### config.mk
export PLATFORM = sky130hd
export DESIGN_NAME = center_line_rasterizer_flat
export DESIGN_NICKNAME = d
export VERILOG_FILES = /design/src/hdl/clr_pkg.sv /design/src/hdl/clr_ifs.sv /design/src/hdl/clr_ctrl.sv /design/src/hdl/clr_datapath.sv /design/src/hdl/center_line_rasterizer.sv /design/src/flat_wrapper.sv
export VERILOG_INCLUDE_DIRS = /design/src /design/src/hdl
export SDC_FILE = /design/constraint.sdc
export NUM_CORES = 1
export LEC_CHECK = 0
export BUFFER_PORTS_ARGS = -buffer_cell sky130_fd_sc_hd__buf_2
export CAP_MARGIN = 30
export CORE_UTILIZATION = 50
export CTS_CLUSTER_SIZE = 14
export DETAILED_ROUTE_END_ITERATION = 7
export GPL_TIMING_DRIVEN = 0
export PLACE_DENSITY = 0.68
export REMOVE_ABC_BUFFERS = 1
export SYNTH_ARGS = -nofsm -noshare
export SYNTH_HDL_FRONTEND = slang
export SYNTH_SLANG_ARGS = --single-unit
### constraint.sdc
create_clock -name clk -period 6.2 [get_ports clk]
set_input_delay 0.93 -clock clk [delete_from_list [all_inputs] [get_ports clk]]
set_output_delay 0.93 -clock clk [all_outputs]
set_load 0.01 [all_outputs]
### src/hdl/assert_macros.svh
// Assertion macros shared by the files of the centre line rasteriser.
`ifndef ASSERT_MACROS_SVH
`define ASSERT_MACROS_SVH

// Checked on every rising edge of clk, and switched off while reset is held.
`define CLR_ASSERT(lbl, prop, msg) \
  lbl: assert property (@(posedge clk) disable iff (!rst_n) prop) else $error(msg);

// Checked on every rising edge of clk, reset included.
`define CLR_ASSERT_ALWAYS(lbl, prop, msg) \
  lbl: assert property (@(posedge clk) prop) else $error(msg);

`endif

### src/hdl/clr_pkg.sv
// Package of the centre line rasteriser: sizes, register indexes and control types.
package clr_pkg;

  localparam int COORD_BITS     = 6;
  localparam int MAX_RESULTS    = 64;
  localparam int CENTER_X_RESET = 28;
  localparam int CENTER_Y_RESET = 13;
  localparam int CFG_IDX_BITS   = 2;
  localparam int CNT_BITS       = $clog2(MAX_RESULTS);
  localparam int DIV_CNT_BITS   = $clog2(COORD_BITS);

  typedef logic [COORD_BITS-1:0]   coord_t;
  typedef logic [CFG_IDX_BITS-1:0] cfg_idx_t;

  localparam cfg_idx_t CFG_CENTER_X = cfg_idx_t'(0);
  localparam cfg_idx_t CFG_CENTER_Y = cfg_idx_t'(1);

  typedef struct packed {
    logic load;
    logic div_step;
    logic setup;
    logic advance;
  } clr_cmd_t;

  typedef struct packed {
    logic last;
  } clr_status_t;

endpackage

### src/hdl/clr_ifs.sv
// Channel interfaces of the centre line rasteriser: configuration, endpoint and pixel.
interface clr_cfg_if;
  logic                valid;
  logic                ready;
  clr_pkg::cfg_idx_t   index;
  clr_pkg::coord_t     data;
  modport source (output valid, index, data, input ready);
  modport sink (input valid, index, data, output ready);
endinterface

interface clr_in_if;
  logic            valid;
  logic            ready;
  logic            func;
  clr_pkg::coord_t end_x;
  clr_pkg::coord_t end_y;
  modport source (output valid, func, end_x, end_y, input ready);
  modport sink (input valid, func, end_x, end_y, output ready);
endinterface

interface clr_out_if;
  logic            valid;
  logic            ready;
  clr_pkg::coord_t pixel_x;
  clr_pkg::coord_t pixel_y;
  logic            last_pixel;
  logic            degenerate;
  modport source (output valid, pixel_x, pixel_y, last_pixel, degenerate, input ready);
  modport sink (input valid, pixel_x, pixel_y, last_pixel, degenerate, output ready);
endinterface

### src/hdl/clr_ctrl.sv
// Controller of the centre line rasteriser: sequences load, division, set-up and pixel run.
module clr_ctrl (
  input  logic                 clk,
  input  logic                 rst_n,
  input  logic                 in_valid,
  output logic                 in_ready,
  output logic                 out_valid,
  input  logic                 out_ready,
  input  clr_pkg::clr_status_t status,
  output clr_pkg::clr_cmd_t    cmd
);
  import clr_pkg::*;

  typedef enum logic [1:0] {
    ST_IDLE,
    ST_DIV,
    ST_SETUP,
    ST_RUN
  } state_t;

  state_t                  state_r;
  logic                    in_ready_r;
  logic                    out_valid_r;
  logic [DIV_CNT_BITS-1:0] div_cnt_r;

  always_comb begin
    cmd          = '0;
    cmd.load     = (state_r == ST_IDLE) && in_valid && in_ready_r;
    cmd.div_step = (state_r == ST_DIV);
    cmd.setup    = (state_r == ST_SETUP);
    cmd.advance  = (state_r == ST_RUN) && out_ready;
  end

  always_ff @(posedge clk) begin
    if (!rst_n) begin
      state_r     <= ST_IDLE;
      in_ready_r  <= 1'b1;
      out_valid_r <= 1'b0;
      div_cnt_r   <= '0;
    end else begin
      unique case (state_r)
        ST_IDLE: begin
          if (cmd.load) begin
            state_r    <= ST_DIV;
            in_ready_r <= 1'b0;
            div_cnt_r  <= '0;
          end
        end
        ST_DIV: begin
          div_cnt_r <= div_cnt_r + 1'b1;
          if (div_cnt_r == DIV_CNT_BITS'(COORD_BITS - 1)) begin
            state_r <= ST_SETUP;
          end
        end
        ST_SETUP: begin
          state_r     <= ST_RUN;
          out_valid_r <= 1'b1;
        end
        ST_RUN: begin
          if (cmd.advance && status.last) begin
            state_r     <= ST_IDLE;
            out_valid_r <= 1'b0;
            in_ready_r  <= 1'b1;
          end
        end
        default: begin
          state_r     <= ST_IDLE;
          in_ready_r  <= 1'b1;
          out_valid_r <= 1'b0;
        end
      endcase
    end
  end

  assign in_ready  = in_ready_r;
  assign out_valid = out_valid_r;

endmodule

### src/hdl/clr_datapath.sv
// Datapath of the centre line rasteriser: centre registers, slope divider and pixel stepper.
module clr_datapath (
  input  logic                 clk,
  input  logic                 rst_n,
  input  clr_pkg::clr_cmd_t    cmd,
  input  logic                 cfg_we,
  input  clr_pkg::cfg_idx_t    cfg_idx,
  input  clr_pkg::coord_t      cfg_data,
  input  logic                 in_func,
  input  clr_pkg::coord_t      in_end_x,
  input  clr_pkg::coord_t      in_end_y,
  output clr_pkg::coord_t      pixel_x,
  output clr_pkg::coord_t      pixel_y,
  output logic                 last_pixel,
  output logic                 degenerate,
  output clr_pkg::clr_status_t status
);
  import clr_pkg::*;

  coord_t center_x_r;
  coord_t center_y_r;

  // Line set-up, taken when the endpoint beat is accepted.
  logic   axis_r;
  logic   degen_r;
  logic   neg_r;
  coord_t major_r;
  coord_t stop_r;
  coord_t minor_r;
  coord_t dmaj_r;

  // Restoring divider: div_q_r holds |dmin| and fills with the quotient.
  coord_t div_q_r;
  coord_t div_rem_r;

  // Stepper: minor_r moves by q_step_r plus a carry when the remainder wraps.
  coord_t                q_step_r;
  logic [COORD_BITS:0]   r_step_r;
  logic [COORD_BITS:0]   r_r;
  logic [CNT_BITS-1:0]   count_r;

  coord_t c_maj, c_min, e_maj, e_min;
  coord_t s_maj, s_stop, s_min, o_min;
  logic   swap, d_neg;
  coord_t d_abs;

  logic [COORD_BITS:0]   partial;
  logic                  ge;
  logic [COORD_BITS:0]   part_diff;

  logic                  rnz;
  logic [COORD_BITS+1:0] r_sum;
  logic [COORD_BITS+1:0] two_dmaj;
  logic [COORD_BITS+1:0] r_wrapped;
  logic                  wrap;
  logic                  last;

  always_ff @(posedge clk) begin
    if (!rst_n) begin
      center_x_r <= COORD_BITS'(CENTER_X_RESET);
      center_y_r <= COORD_BITS'(CENTER_Y_RESET);
    end else if (cfg_we) begin
      unique case (cfg_idx)
        CFG_CENTER_X: center_x_r <= cfg_data;
        CFG_CENTER_Y: center_y_r <= cfg_data;
        default: ;
      endcase
    end
  end

  always_comb begin
    c_maj  = in_func ? center_x_r : center_y_r;
    c_min  = in_func ? center_y_r : center_x_r;
    e_maj  = in_func ? in_end_x : in_end_y;
    e_min  = in_func ? in_end_y : in_end_x;
    swap   = e_maj < c_maj;
    s_maj  = swap ? e_maj : c_maj;
    s_stop = swap ? c_maj : e_maj;
    s_min  = swap ? e_min : c_min;
    o_min  = swap ? c_min : e_min;
    d_neg  = o_min < s_min;
    d_abs  = d_neg ? (s_min - o_min) : (o_min - s_min);
  end

  always_comb begin
    partial   = {div_rem_r, div_q_r[COORD_BITS-1]};
    part_diff = partial - {1'b0, dmaj_r};
    ge        = partial >= {1'b0, dmaj_r};
  end

  always_comb begin
    rnz       = |div_rem_r;
    r_sum     = {1'b0, r_r} + {1'b0, r_step_r};
    two_dmaj  = {1'b0, dmaj_r, 1'b0};
    wrap      = r_sum >= two_dmaj;
    r_wrapped = r_sum - two_dmaj;
    last      = degen_r || (major_r == stop_r) ||
                (count_r == CNT_BITS'(MAX_RESULTS - 1));
  end

  always_ff @(posedge clk) begin
    if (cmd.load) begin
      axis_r    <= in_func;
      degen_r   <= (e_maj == c_maj);
      neg_r     <= d_neg;
      major_r   <= s_maj;
      stop_r    <= s_stop;
      minor_r   <= s_min;
      dmaj_r    <= s_stop - s_maj;
      div_q_r   <= d_abs;
      div_rem_r <= '0;
    end else if (cmd.div_step) begin
      div_rem_r <= ge ? part_diff[COORD_BITS-1:0] : partial[COORD_BITS-1:0];
      div_q_r   <= {div_q_r[COORD_BITS-2:0], ge};
    end else if (cmd.setup) begin
      // Floor division of a negative minor difference rounds the quotient down.
      if (!neg_r) begin
        q_step_r <= div_q_r;
        r_step_r <= {div_rem_r, 1'b0};
      end else if (rnz) begin
        q_step_r <= ~div_q_r;
        r_step_r <= {dmaj_r - div_rem_r, 1'b0};
      end else begin
        q_step_r <= -div_q_r;
        r_step_r <= '0;
      end
      r_r     <= {1'b0, dmaj_r};
      count_r <= '0;
    end else if (cmd.advance) begin
      r_r     <= wrap ? r_wrapped[COORD_BITS:0] : r_sum[COORD_BITS:0];
      minor_r <= minor_r + q_step_r + COORD_BITS'(wrap);
      major_r <= major_r + 1'b1;
      count_r <= count_r + 1'b1;
    end
  end

  assign pixel_x     = axis_r ? major_r : minor_r;
  assign pixel_y     = axis_r ? minor_r : major_r;
  assign last_pixel  = last;
  assign degenerate  = degen_r;
  assign status.last = last;

endmodule

### src/hdl/center_line_rasterizer.sv
// Centre line rasteriser top level: channels, controller and datapath.
// An accepted endpoint passes through the slope divider and a set-up state before its first pixel beat.
// The slope divider produces one quotient bit per cycle, followed by the set-up state.
// Pixels then leave at one per cycle while the sink is ready; the next endpoint is taken after the last beat.
// A zero major extent yields one flagged centre pixel after the same divider and set-up states.
// Synchronous active-low reset idles the block and sets the centre to column 28, row 13.
`include "assert_macros.svh"

module center_line_rasterizer (
  input logic       clk,
  input logic       rst_n,
  clr_cfg_if.sink   cfg_ch,
  clr_in_if.sink    in_ch,
  clr_out_if.source out_ch
);
  import clr_pkg::*;

  clr_cmd_t    cmd;
  clr_status_t status;

  assign cfg_ch.ready = 1'b1;

  clr_ctrl u_ctrl (
    .clk       (clk),
    .rst_n     (rst_n),
    .in_valid  (in_ch.valid),
    .in_ready  (in_ch.ready),
    .out_valid (out_ch.valid),
    .out_ready (out_ch.ready),
    .status    (status),
    .cmd       (cmd)
  );

  clr_datapath u_datapath (
    .clk        (clk),
    .rst_n      (rst_n),
    .cmd        (cmd),
    .cfg_we     (cfg_ch.valid),
    .cfg_idx    (cfg_ch.index),
    .cfg_data   (cfg_ch.data),
    .in_func    (in_ch.func),
    .in_end_x   (in_ch.end_x),
    .in_end_y   (in_ch.end_y),
    .pixel_x    (out_ch.pixel_x),
    .pixel_y    (out_ch.pixel_y),
    .last_pixel (out_ch.last_pixel),
    .degenerate (out_ch.degenerate),
    .status     (status)
  );

  `CLR_ASSERT(a_no_accept_in_run, (in_ch.valid && in_ch.ready) |-> !out_ch.valid, "endpoint accepted while pixels pending")
  `CLR_ASSERT(a_degen_single, (out_ch.valid && out_ch.degenerate) |-> out_ch.last_pixel, "degenerate pixel not marked last")
  `CLR_ASSERT(a_last_ends_run, (out_ch.valid && out_ch.ready && out_ch.last_pixel) |=> (!out_ch.valid && in_ch.ready), "run did not end after last beat")
  `CLR_ASSERT(a_cmd_onehot, $onehot0({cmd.load, cmd.div_step, cmd.setup, cmd.advance}), "controller issued overlapping commands")

endmodule

### src/flat_wrapper.sv
// flat-port wrapper written by rule: the top's interface ports become plain ports
module center_line_rasterizer_flat import clr_pkg::*;
  (clk, rst_n, cfg_ch_valid, cfg_ch_index, cfg_ch_data, cfg_ch_ready, in_ch_valid, in_ch_func, in_ch_end_x, in_ch_end_y, in_ch_ready, out_ch_valid, out_ch_pixel_x, out_ch_pixel_y, out_ch_last_pixel, out_ch_degenerate, out_ch_ready);
  clr_cfg_if cfg_ch_i ();
  clr_in_if in_ch_i ();
  clr_out_if out_ch_i ();
  input logic clk;
  input logic rst_n;
  input wire logic [$bits(cfg_ch_i.valid)-1:0] cfg_ch_valid;
  input wire logic [$bits(cfg_ch_i.index)-1:0] cfg_ch_index;
  input wire logic [$bits(cfg_ch_i.data)-1:0] cfg_ch_data;
  output wire logic [$bits(cfg_ch_i.ready)-1:0] cfg_ch_ready;
  input wire logic [$bits(in_ch_i.valid)-1:0] in_ch_valid;
  input wire logic [$bits(in_ch_i.func)-1:0] in_ch_func;
  input wire logic [$bits(in_ch_i.end_x)-1:0] in_ch_end_x;
  input wire logic [$bits(in_ch_i.end_y)-1:0] in_ch_end_y;
  output wire logic [$bits(in_ch_i.ready)-1:0] in_ch_ready;
  output wire logic [$bits(out_ch_i.valid)-1:0] out_ch_valid;
  output wire logic [$bits(out_ch_i.pixel_x)-1:0] out_ch_pixel_x;
  output wire logic [$bits(out_ch_i.pixel_y)-1:0] out_ch_pixel_y;
  output wire logic [$bits(out_ch_i.last_pixel)-1:0] out_ch_last_pixel;
  output wire logic [$bits(out_ch_i.degenerate)-1:0] out_ch_degenerate;
  input wire logic [$bits(out_ch_i.ready)-1:0] out_ch_ready;
  assign cfg_ch_i.valid = cfg_ch_valid;
  assign cfg_ch_i.index = cfg_ch_index;
  assign cfg_ch_i.data = cfg_ch_data;
  assign cfg_ch_ready = cfg_ch_i.ready;
  assign in_ch_i.valid = in_ch_valid;
  assign in_ch_i.func = in_ch_func;
  assign in_ch_i.end_x = in_ch_end_x;
  assign in_ch_i.end_y = in_ch_end_y;
  assign in_ch_ready = in_ch_i.ready;
  assign out_ch_valid = out_ch_i.valid;
  assign out_ch_pixel_x = out_ch_i.pixel_x;
  assign out_ch_pixel_y = out_ch_i.pixel_y;
  assign out_ch_last_pixel = out_ch_i.last_pixel;
  assign out_ch_degenerate = out_ch_i.degenerate;
  assign out_ch_i.ready = out_ch_ready;
  center_line_rasterizer u_core (.clk(clk), .rst_n(rst_n), .cfg_ch(cfg_ch_i), .in_ch(in_ch_i), .out_ch(out_ch_i));
endmodule
==> results.txt <==
- Setup clock skew after layout: 8.36 ps
- After the last flow step, the layout net total stands at 741.
- Top-Level Pins: 43
* Class of the worst hold path: flop to flop
- Detail Route Antenna Nets: 0
- Starting density of the core: 51.1%
- Count of different cell masters after synthesis: 52
- Layout cells sized above 1: 14.9%
- Top cell type by total area after synthesis: sky130_fd_sc_hd__edfxtp_1
* GRT met2 Usage: 36.5%
- Top FF cell, synth: sky130_fd_sc_hd__edfxtp_1
- Least-Margin Pin Slew: 1000 ps
- Number of antenna violations at the first check in global routing: 0
* Share of flip-flops with an asynchronous set or reset after synthesis: 0%
- Launching element type of the critical path: primary input
- The first detailed-routing pass ran for 4 iterations.
- The first global-routing pass estimated 21.5 mm of wire.
* Buffer cell driving the clock tree root: sky130_fd_sc_hd__clkbuf_16
- Net switching is 40.3% of the power.
- Slew Limit Fails: 0
- Post-detailed-route via-to-cell ratio: 5.64
- Design Area, Final: 6790 um^2
* CP Capture Type: flop
- Number of cells produced by synthesis: 614
* Achievable frequency: 173 MHz
- Final hold violations: 0
- Initial DRC count: 297
* Final setup violating endpoints: 0
- WHS: 484 ps
- In this run the worst path has a maximum fanout of 25.
- Number of flip-flops and latches in the synthesized netlist: 83
- After detailed routing, the total wire length is 13.0 mm.
- Register-to-register path setup slack: 1200 ps
- Startpoint of the worst setup timing path: in_ch_func
- Sequential Power Share: 31.2%
* Launch point of the worst hold path: u_core.u_ctrl.out_valid
- Yosys mapped a number of flops with a built-in enable equal to 58.
- Yosys attributes the largest share of cell area to sky130_fd_sc_hd__edfxtp_1 (28%), sky130_fd_sc_hd__ha_1 (11%), sky130_fd_sc_hd__dfxtp_1 (8.2%).
- After clock tree synthesis, the flow added hold-fix buffers numbering 0.
* Full die area: 12700 um^2
* Clock group share of total power: 16.3%
- Busiest layer in global routing: met2
- TritonCTS built the clock tree.
- The repair_antennas step left the layout with diodes totalling 0.
* Power after layout: 3.31 mW
- PortBufs: 41
* Routed WL per cell: 16.2 um
- Counting cells, the worst reg-to-reg path comes to 16.
* Synthesized area per cell: 10.0 um^2
* Total standard cell area after synthesis: 6140 um^2
- The flow ran to the end, and the final reports show no timing, DRC or antenna violations.
* Max Buffers Root-to-Sink: 2
- Syn-to-layout area delta: 10.6%
* Clock network latency to the later pin of the worst-skew pair: 350 ps
* Total track usage: 21.9%
* Drt drc: 0
- Post-route setup slack: 406 ps
- The worst hold path was traced through 2 stages.
- Entering global routing, the biggest net connects 33 pins.
- The H-tree was split into 3 levels.
- Proportion of power drawn by combinational gates: 52.5%
- Max-slew headroom: 32.6%
- Measured along the y axis, the die boundary spans 113 um.
- Share of the synthesized area in the top cell type: 28.4%
* WP data required: 6270 ps
- Buffers inserted during clock tree synthesis total 9.
- The via count of the first global-routing pass is 4415.
* Leak Pwr: 2.86 nW
- After synthesis, flip-flops and latches occupy 36.5% of the total area.
- The congestion estimate from routability-driven global placement came to 0.900.
* Total core area: 12000 um^2
* Final critical-path required period: 5790 ps
* Cell row count: 40
- Type of the setup path with the least slack: primary input to flop
- Max-cap violations in this run came to 0.
- Worst Path Arrival: 5870 ps
* FF-to-FF Start: u_core.u_datapath.center_x_r[3]
- Die extent in x: 113 um
* Total of warnings raised by yosys: 0
- Dividing the final minimum period by the clock period gives 93.5%.
- Internal power comes to 1.97 mW.
- Timing analysis after detailed placement gives a worst setup slack of -200 ps.
- Net switching power: 1.34 mW
- GR met1 Demand/Resource: 28.0%
* Met3 usage: 3.37%
* RSZ-0062 raised after global routing: false
- Reg-to-reg critical path endpoint: u_core.u_datapath.div_q_r[5]
* Number of sinks driven by the clock tree: 83
* Worst IR drop on VDD: 0.179 mV
- The placed instances occupy a cell area of 6490 um^2.
- Final HPWL from detailed placement: 10.4 mm
- In this run the power density over the cells is 488 nW/um^2.
- Hold Path End: u_core.u_ctrl.out_valid
- The routed layout has 4544 vias.
- Summed over all layers, the global routing overflow is 0.
* CTS clk-pin slew, worst paths: 60 ps
==> timing repair <==
action,4_1_cts,5_1_grt
gates resized for setup,0,1
setup endpoints to repair,0,4
hold endpoints to repair,0,0
setup buffers,0,0
==> cell families after synthesis <==
kind of cell / after synthesis / synth area share [%]
AND/OR/NAND/NOR: 161 / 12.0
AO/OA/AOI/OAI: 119 / 12.0
flip-flops: 83 / 36.5
buffers and inverters: 72 / 4.79
multiplexers: 71 / 14.6
adder cells (fa/ha/maj): 62 / 13.6
XOR/XNOR: 45 / 6.42
other: 1 / 0.0611
==> sequential cells by signal (all words and copies together) (netlist names), 2 cells and up <==
name and flops:
u_core.u_datapath.center_x_r 6, u_core.u_datapath.div_q_r 6, u_core.u_ctrl.div_cnt_r 3, u_core.u_ctrl.state_r 2, u_core.u_datapath.minor_r 6, u_core.u_datapath.count_r 6
u_core.u_datapath.dmaj_r 6, u_core.u_datapath.r_r 7, u_core.u_datapath.q_step_r 6, u_core.u_datapath.div_rem_r 6, u_core.u_datapath.center_y_r 6, u_core.u_datapath.r_step_r 6
u_core.u_datapath.stop_r 6, u_core.u_datapath.major_r 6
==> metal layers <==
layer  up-vias  wire, um  part of all wire [%]
met5         -         0                     0
met4         0       253                   1.9
met3        16       457                   3.5
met2        90      6330                    49
met1      2171      5970                    46
li1       2267         -                     -
==> cells in the final DEF, fill, tap and decap left out, drive strengths merged, types with 9 or more instances in the layout <==
cell / count
a21o: 9
a21oi: 38
buf: 47
clkbuf: 9
dfxtp: 25
edfxtp: 58
ha: 54
inv: 53
mux2: 18
mux2i: 41
mux4: 12
nand2: 64
nor2: 43
nor2b: 15
o21ai: 36
xnor2: 31
xor2: 14
==> power groups by stage <==
stage	Sequential, mW	Combinational (mW)	Clock, mW
2_1_floorplan	0.996	1.33	0
6_report	1.03	1.74	0.539
3_3_place_gp	1.04	1.63	0
4_1_cts	1.03	1.74	0.550
3_5_place_dp	1.05	1.73	0
5_1_grt	1.06	1.96	0.568
==> worst max-delay path: stages <==
cell                        delay (ps)
sky130_fd_sc_hd__buf_2             430
sky130_fd_sc_hd__mux2i_1           340
sky130_fd_sc_hd__inv_1             120
sky130_fd_sc_hd__ha_1              380
sky130_fd_sc_hd__a21oi_2           140
sky130_fd_sc_hd__nor2_1             80
sky130_fd_sc_hd__a2111oi_4         640
sky130_fd_sc_hd__buf_6             270
sky130_fd_sc_hd__mux4_2            590
sky130_fd_sc_hd__inv_1              90
sky130_fd_sc_hd__ha_1              280
sky130_fd_sc_hd__a21o_1            200
sky130_fd_sc_hd__a21oi_1           220
sky130_fd_sc_hd__o21bai_1          110
sky130_fd_sc_hd__a21oi_2           370
sky130_fd_sc_hd__mux2i_1           320
sky130_fd_sc_hd__mux2i_1           210
sky130_fd_sc_hd__o311ai_0          140
==> through the flow <==
step                      instances  utilization, %  setup TNS (ps)
after global routing            805            56.5               0
after floorplan                 595               -               0
after CTS                       805            56.5               0
final                           805            56.5               0
after global placement          783            53.5           -1010
after detailed placement        789            54.1            -283
==> area by class of cell <==
cell class	instances	area (um^2)
fill	1054	5230
inverter	53	199
clock inverter	7	67.6
tap	147	184
timing repair buffer	47	267
multi-input combinational	459	3600
sequential	83	2240
clock buffer	9	225
==> synth_stat cells (all sizes together) (4+ instances only) <==
master / count
nand2: 64
edfxtp: 58
ha: 54
inv: 52
nor2: 43
mux2i: 41
a21oi: 38
o21ai: 36
xnor2: 31
dfxtp: 25
mux2: 18
nor2b: 15
xor2: 14
clkbuf: 12
mux4: 12
a21o: 9
fa: 8
o22ai: 8
buf: 7
nand2b: 7
a31oi: 6
nand3: 6
nand4: 4
nor3: 4
o211ai: 4
==> worst max path at each step <==
stage	endpoint	slack, ps
2_1_floorplan	u_core.u_datapath.div_q_r[5]	810
3_3_place_gp	u_core.u_datapath.div_q_r[5]	-360
3_5_place_dp	u_core.u_datapath.div_q_r[5]	-200
4_1_cts	u_core.u_datapath.div_q_r[5]	160
5_1_grt	u_core.u_datapath.div_q_r[5]	40
6_report	u_core.u_datapath.div_q_r[5]	410
Power figures use the tool's default switching activity.
